File: src/rtl/glos_pkg.sv
`timescale 1ns / 1ps

package glos_pkg;

  typedef logic [7:0] coord_t;
  typedef logic [2:0] terrain_t;

  localparam logic [1:0] CMD_WRITE  = 2'd0;
  localparam logic [1:0] CMD_READ   = 2'd1;
  localparam logic [1:0] CMD_QUERY  = 2'd2;
  localparam logic [1:0] CMD_UNUSED = 2'd3;

  localparam terrain_t TERRAIN_OPEN     = 3'd0;
  localparam terrain_t TERRAIN_OBSTACLE = 3'd5;

  localparam logic [8:0] GRID_DIM_RESET = 9'd256;

  typedef enum logic [0:0] {
    CFG_GRID_WIDTH  = 1'b0,
    CFG_GRID_HEIGHT = 1'b1
  } cfg_idx_t;

  typedef struct packed {
    logic [1:0] command;
    coord_t     start_x;
    coord_t     start_y;
    coord_t     end_x;
    coord_t     end_y;
    terrain_t   new_terrain;
  } glos_req_t;

  typedef struct packed {
    logic     in_bounds;
    terrain_t cell_terrain;
    logic     cell_passable;
    logic     line_clear;
  } glos_rsp_t;

  typedef struct packed {
    logic load;
    logic advance;
  } glos_step_ctrl_t;

endpackage

File: src/rtl/glos_stepper.sv
`timescale 1ns / 1ps

module glos_stepper (
  input  logic                      clk,
  input  logic                      rst,
  input  glos_pkg::glos_step_ctrl_t ctrl,
  input  glos_pkg::coord_t          start_x,
  input  glos_pkg::coord_t          start_y,
  input  glos_pkg::coord_t          end_x,
  input  glos_pkg::coord_t          end_y,
  output glos_pkg::coord_t          pos_x,
  output glos_pkg::coord_t          pos_y,
  output glos_pkg::coord_t          pos_x_next,
  output glos_pkg::coord_t          pos_y_next,
  output logic                      at_end
);

  glos_pkg::coord_t   tgt_x;
  glos_pkg::coord_t   tgt_y;
  logic [7:0]         dx;
  logic [7:0]         dy;
  logic               neg_x;
  logic               neg_y;
  logic signed [10:0] walk_error;
  logic signed [10:0] walk_error_next;

  logic [7:0]         dx_load;
  logic [7:0]         dy_load;
  logic signed [11:0] e2;
  logic               move_x;
  logic               move_y;

  always_comb begin
    dx_load = (start_x > end_x) ? start_x - end_x : end_x - start_x;
    dy_load = (start_y > end_y) ? start_y - end_y : end_y - start_y;

    // shared error update
    e2     = {walk_error, 1'b0};
    move_x = e2 > -$signed({4'b0, dy});
    move_y = e2 < $signed({4'b0, dx});
    walk_error_next = walk_error
                    - (move_x ? $signed({3'b0, dy}) : 11'sd0)
                    + (move_y ? $signed({3'b0, dx}) : 11'sd0);

    pos_x_next = pos_x;
    if (move_x) begin
      pos_x_next = neg_x ? pos_x - 8'd1 : pos_x + 8'd1;
    end
    pos_y_next = pos_y;
    if (move_y) begin
      pos_y_next = neg_y ? pos_y - 8'd1 : pos_y + 8'd1;
    end

    at_end = (pos_x == tgt_x) && (pos_y == tgt_y);
  end

  always_ff @(posedge clk) begin
    if (rst) begin
      walk_error <= '0;
    end else if (ctrl.load) begin
      walk_error <= $signed({3'b0, dx_load}) - $signed({3'b0, dy_load});
    end else if (ctrl.advance) begin
      walk_error <= walk_error_next;
    end
  end

  always_ff @(posedge clk) begin
    if (ctrl.load) begin
      pos_x <= start_x;
      pos_y <= start_y;
      tgt_x <= end_x;
      tgt_y <= end_y;
      dx    <= dx_load;
      dy    <= dy_load;
      neg_x <= !(start_x < end_x);
      neg_y <= !(start_y < end_y);
    end else if (ctrl.advance) begin
      pos_x <= pos_x_next;
      pos_y <= pos_y_next;
    end
  end

endmodule

File: config.mk
export PLATFORM = sky130hd
export DESIGN_NAME = glos_stepper
export DESIGN_NICKNAME = d
export VERILOG_FILES = /design/src/rtl/glos_pkg.sv /design/src/rtl/glos_stepper.sv
export SDC_FILE = /design/constraint.sdc
export NUM_CORES = 1
export LEC_CHECK = 0
export ABC_CLOCK_PERIOD_IN_PS = 5800
export BUFFER_PORTS_ARGS = -buffer_cell sky130_fd_sc_hd__clkbuf_2
export CAP_MARGIN = 10
export CORE_UTILIZATION = 40
export CTS_CLUSTER_DIAMETER = 120
export DETAILED_ROUTE_END_ITERATION = 8
export PLACE_DENSITY_LB_ADDON = 0.08
export SYNTH_ARGS = -nofsm -noshare
export SYNTH_HDL_FRONTEND = slang
export SYNTH_SLANG_ARGS = --single-unit
File: constraint.sdc
create_clock -name clk -period 5.8 [get_ports clk]
set_input_delay 0.87 -clock clk [delete_from_list [all_inputs] [get_ports clk]]
set_output_delay 0.87 -clock clk [all_outputs]
set_load 0.02 [all_outputs]
# [Word-level counts from Yosys, hierarchy flattened]
# Cells that the tools add are included.
[totals] reg_bits=61 output_inout_bits=33 inputBits=36 word_cells=47
[classes] n_eq_ne=2 add_sub_neg=12 n_reduce_logical=4 n_lt_le_gt_ge=6 muxes=14
[ops] cell="$mux W8" count=12
[ops] cell="$sub A8 B8 Y8" count=4
[ops] cell="$mux W11" count=2
[ops] cell="$add A8 B1 Y8 const B" count=2
[ops] cell="$eq A8 B8 Y1" count=2
[ops] cell="$gt A8 B8 Y1" count=2
[ops] cell="$lt A8 B8 Y1" count=2
[ops] cell="$sub A8 B1 Y8 const B" count=2
[ops] cell="$gt A12 B12 Y1" count=1
[ops] cell="$lt A12 B9 Y1" count=1
[ops] cell="$neg A8 Y12" count=1
[ops] cell="$add A11 B9 Y11" count=1
[ops] cell="$sub A11 B9 Y11" count=1
[ops] cell="$sub A8 B8 Y9" count=1
[ops] cell="$logic_not A1 Y1" count=2
[ops] cell="$reduce_bool A2 Y1" count=1
[ops] cell="$logic_and A1 B1 Y1" count=1

# [Logic depth before layout (Yosys ltp)]
[depth] depth_word=7 depth_mapped=23 mapped_depth_nobuf=22

# [Least setup slack after synthesis]
# Ideal clock, no wire load.
[synth_path] path_kind="register to register" from="reg dy[3]" to="reg walk_error[8]" setup_time_ns=0.091 path_stages_with_launch=21 arrival_time_ns=5.130 path_buffers=1 setup_slack_ns=0.579 synth_period_minus_slack_ns=5.221 required_time_ns=5.709 path_cell_list="edfxtp_1 or4_1 or4_1 xnor2_1 ha_1 nand4_1 or2_1 o32ai_1 or2_0 clkbuf_1 nor2_1 fa_1 inv_1 fa_1 a21o_1 a21oi_1 o21a_1 o21ai_0 a21oi_1 nand3_1 a311oi_1"
[synth_via] elab_chain_len=7
[synth_lines] element="start, declared" line="glos_stepper.sv:21" text="logic [7:0] dy;"
[synth_lines] element="start signal, assigned" line="glos_stepper.sv:74" text="dy <= dy_load;"
[synth_lines] element="$neg A8 Y12" line="glos_stepper.sv:39" text="move_x = e2 > -$signed({4'b0, dy});"
[synth_lines] element="$gt A12 B12 Y1" line="glos_stepper.sv:39"
[synth_lines] element="$mux W8 *" line="glos_stepper.sv:42" text="- (move_x ? $signed({3'b0, dy}) : 11'sd0)"
[synth_lines] element="$sub A11 B9 Y11 *" line="glos_stepper.sv:42"
[synth_lines] element="$add A11 B9 Y11 *" line="glos_stepper.sv:43" text="+ (move_y ? $signed({3'b0, dx}) : 11'sd0);"
[synth_lines] element="$mux W11 *" line="glos_stepper.sv:62" text="end else if (ctrl.advance) begin"
[synth_lines] element="$mux W11 *" line="glos_stepper.sv:60" text="end else if (ctrl.load) begin"
[synth_lines] element="end signal, assigned" line="glos_stepper.sv:61" text="walk_error <= $signed({3'b0, dx_load}) - $signed({3'b0, dy_load});"
[synth_lines] element="end signal, assigned" line="glos_stepper.sv:63" text="walk_error <= walk_error_next;"
[synth_lines] element="end, declared" line="glos_stepper.sv:24" text="logic signed [10:0] walk_error;"
# Every way passes the cells marked *; elsewhere a longest branch is shown, timed or not. The select of a mux whose other input is x is not followed.
# A chain may end at the register's enable or synchronous reset.

# [Worst setup path after layout]
# Same ends and word-level chain as after synthesis.

==> flow_metrics.py <==
metrics = {
    "placed_design": {
        "place_area_sq_mm": 0.00664,
        "dp.final_hpwl_um": 12800,
        "gp_congestion": 0.824,
        "port_buffers": 68,
    },
    "clock_tree": {
        "htree_levels": 3,
        "cts_tree": "yes",
        "postCtsSetupRepairBufs": 0,
        "clock-sinks": 61,
        "cts_resized": 0,
        "clockBufferDepth": 2,
        "clkTransAtPathRegs_ns": 0.06,
        "numCtsBuffers": 9,
        "clock_latency_ns": 0.34,
        "clockRootBuffer": "clkbuf_16",
        "hold_buffers": 0,
    },
    "power": {
        "p_seq_frac": 0.198,
        "power_density_mw_per_mm2": 579,
        "internal_power_mw": 2.07,
        "ir_drop_mv": 0.345,
        "combPwrFrac": 0.673,
        "switchingPower_mw": 1.93,
        "power_switching_share": 0.483,
        "leakagePower_nw": 3.21,
        "power_frac_clock": 0.129,
        "p_total_mw": 4.00,
    },
    "die": {
        "ioPinCount": 69,
        "die_h_um": 126,
        "start_util": 0.416,
        "dieArea_sq_mm": 0.0158,
        "core_sq_mm": 0.0147,
        "row_count": 44,
        "die_w_um": 126,
    },
    "critical_path": {
        "critical_path_class": "flop to flop",
        "end_kind": "flop",
        "slowest_delay_ns": 0.59,
        "crit_arrival_ns": 5.68,
        "path_cells": "or4_1 -> or4_1 -> xnor2_1 -> ha_1 -> nand4_1 -> or2_1 -> o32ai_2 -> or2_0 -> nor2_1 -> fa_1 -> inv_1 -> fa_1 -> a21o_1 -> a21oi_1 -> o21a_1 -> o21ai_0 -> a21oi_1 -> nand3_1 -> a311oi_1",
        "r2r_end": "walk_error[8]",
        "cp.required_ns": 6.05,
        "cp-start-kind": "flop",
        "slowest_stage": "or4_1",
        "r2r_slack_ns": 0.37,
        "cp_max_fo": 6,
        "cp.buffers_inverters": 1,
        "reg2regPathDepth": 19,
        "reg2reg_from": "dy[3]",
        "crit_family": "simple AND/OR/NAND/NOR gates",
    },
    "worst_hold_path": {
        "min_to": "walk_error[4]",
        "hold_class": "flop to flop",
        "hp-start": "walk_error[4]",
        "whs_path_depth": 2,
    },
    "synth": {
        "yosys_warnings": 0,
        "synth_area_per_cell_sq_um": 9.37,
        "synthXorXnorAreaFrac": 0.0788,
        "ys.flop_type": "edfxtp_1",
        "syn_inst": 653,
        "yosysTopAreaCell": "edfxtp_1",
        "synth.distinct_cells": 66,
        "synthTopCellsByArea": "edfxtp_1 25%, ha_1 16%, inv_1 6.1%",
        "seq_area_frac_synth": 0.282,
        "synth_edf_count": 50,
        "synth_top_area_frac": 0.245,
        "synth_top_family_by_area": "adder cells",
        "async_reset_ff_frac": 0,
        "synthMuxAreaShare": 0.0667,
        "syn_nets": 784,
        "synth_compound_area_frac": 0.161,
        "synthAdderAreaFrac": 0.213,
        "syn_area_sq_mm": 0.00612,
        "yosys_register_bits": 61,
        "yosys.area_share.simple": 0.124,
    },
    "detailed_routing": {
        "drc_errors": 0,
        "drtIter0Drc": 283,
        "wl_per_cell_um": 17.6,
        "first_pass_iters": 4,
        "avgViaCountPerCell": 5.34,
        "ant_nets": 0,
        "wl_um": 16000,
        "vias": 4851,
    },
    "sta": {
        "clock_skew_ns": 0.0101,
        "tns_ns": 0,
        "period_share": 0.936,
        "hold_violations": 0,
        "setup_viol": 0,
        "post-route-min-period_ns": 5.43,
        "worstMarginPinSlew_ns": 0.885,
        "rsz0062_at_grt": "false",
        "maxSlewHeadroom": 0.410,
        "maxSlewViolCount": 0,
        "max_freq_mhz": 184,
    },
    "global_route": {
        "grt_antenna_before_repair": 0,
        "first_global_vias": 4804,
        "grt_util_met1": 0.279,
        "top_usage_layer": "met2",
        "grt.met2_usage": 0.348,
        "grt_max_degree": 33,
        "grtUsageTotal": 0.210,
        "gr-total-overflow": 0,
        "grt_first_pass_wirelength_um": 25200,
        "grtUsageMet3": 0.0476,
    },
    "finish": {
        "num_antenna_cells": 0,
        "area_delta_synth_final_pct": 13.2,
        "finalInstanceArea_sq_mm": 0.00692,
        "layout-drive-gt1-share": 0.175,
        "nets": 850,
    },
    "run": {
        "drv_cap": 0,
    },
    "run_status": {
        "status": "finished, final reports clean",
    },
}
-- cell usage after synthesis (all sizes together) (5+ instances only) --
library cell   n
xnor2         40
ha            80
nor2          30
a21o          16
xor2          15
nand4         10
fa            15
o211ai         6
a211oi         9
o21a           7
or2            7
a31oi          5
clkbuf        14
nor4           5
dfxtp         11
o21ai         36
mux2i         10
nand2         17
a21oi         33
inv           99
mux2          27
nand2b        17
and2           9
nor2b         11
edfxtp        50
o31ai          6
nor3           8
nand3          9
-- stage by stage --
stage          hold slack, ns   util  worst slack [ns]  instances
6_report                0.629  0.471             0.373        908
5_1_grt                 0.645  0.471            0.0557        908
4_1_cts                 0.629  0.470             0.183        908
3_5_place_dp            0.616  0.451             0.200        892
3_3_place_gp            0.626  0.451             0.354        892
2_1_floorplan           0.520      -             0.579        653
-- how the worst max path moves through the flow --
stage	startpoint	depth (start not counted)	slack (ns)	to
2_1_floorplan	dy[3]	20	0.58	walk_error[8]
3_3_place_gp	dy[3]	19	0.35	walk_error[8]
3_5_place_dp	dy[3]	19	0.20	walk_error[8]
4_1_cts	dy[3]	19	0.18	walk_error[8]
5_1_grt	dy[3]	19	0.06	walk_error[8]
6_report	dy[3]	19	0.37	walk_error[8]
-- placed cells by master, fill, tap and decap left out, types with 10 or more instances in the layout --
cell type,instances
ha_1,80
a21o_1,16
nand2_1,17
xnor2_1,40
nand4_1,10
nor2b_1,11
inv_1,99
fa_1,15
mux2_2,26
clkbuf_2,68
edfxtp_1,50
dfxtp_1,11
nand2b_1,17
xor2_1,15
mux2i_1,10
o21ai_0,34
a21oi_1,32
nor2_1,30
-- state kept, by name (all words and copies together), names as in the netlist --
register	count
tgt_y	8
tgt_x	8
pos_y	8
neg_x	1
pos_x	8
walk_error	11
dy	8
neg_y	1
dx	8
-- cell type report --
class                           instances  area [sq um]
Multi-Input combinational cell        475          3950
Sequential cell                        61          1720
Inverter                              100           375
Tap cell                              184           230
Timing Repair Buffer                   72           370
Clock buffer                            9           225
Clock inverter                          7          51.3
Fill cell                            1430          7780
-- logic make-up (layout without fill, tap and decap cells) --
logic type / Yosys count / count (layout)
AO/OA/AOI/OAI: 149 / 149
AND/OR/NAND/NOR: 139 / 139
buffers and inverters: 117 / 188
adder cells (fa/ha/maj): 95 / 95
flip-flops: 61 / 61
XOR/XNOR: 55 / 55
multiplexers: 37 / 37
-- power groups by stage --
stage | clock, mW | sequential, mW | combinational, mW
final | 0.517 | 0.794 | 2.69
after global routing | 0.546 | 0.813 | 3.00
after CTS | 0.528 | 0.794 | 2.70
after detailed placement | 0 | 0.804 | 2.68
after global placement | 0 | 0.802 | 2.65
after floorplan | 0 | 0.803 | 1.99
-- metal layers --
| metal | vias up | routed length, um |
|---|---|---|
| li1 | 2440 | - |
| met1 | 2311 | 7610 |
| met2 | 91 | 7570 |
| met3 | 9 | 651 |
| met4 | 0 | 136 |
| met5 | - | 0 |
-- worst reg2reg max path, cell delays in order, from the launching register on --
cell      delay (ns)
edfxtp_1        0.43
or4_1           0.59
or4_1           0.49
xnor2_1         0.17
ha_1            0.30
nand4_1         0.10
or2_1           0.24
o32ai_2         0.42
or2_0           0.24
nor2_1          0.08
fa_1            0.51
inv_1           0.07
fa_1            0.45
a21o_1          0.18
a21oi_1         0.24
o21a_1          0.17
o21ai_0         0.12
a21oi_1         0.19
nand3_1         0.09
a311oi_1        0.26
(Power assumes the default switching activity.)
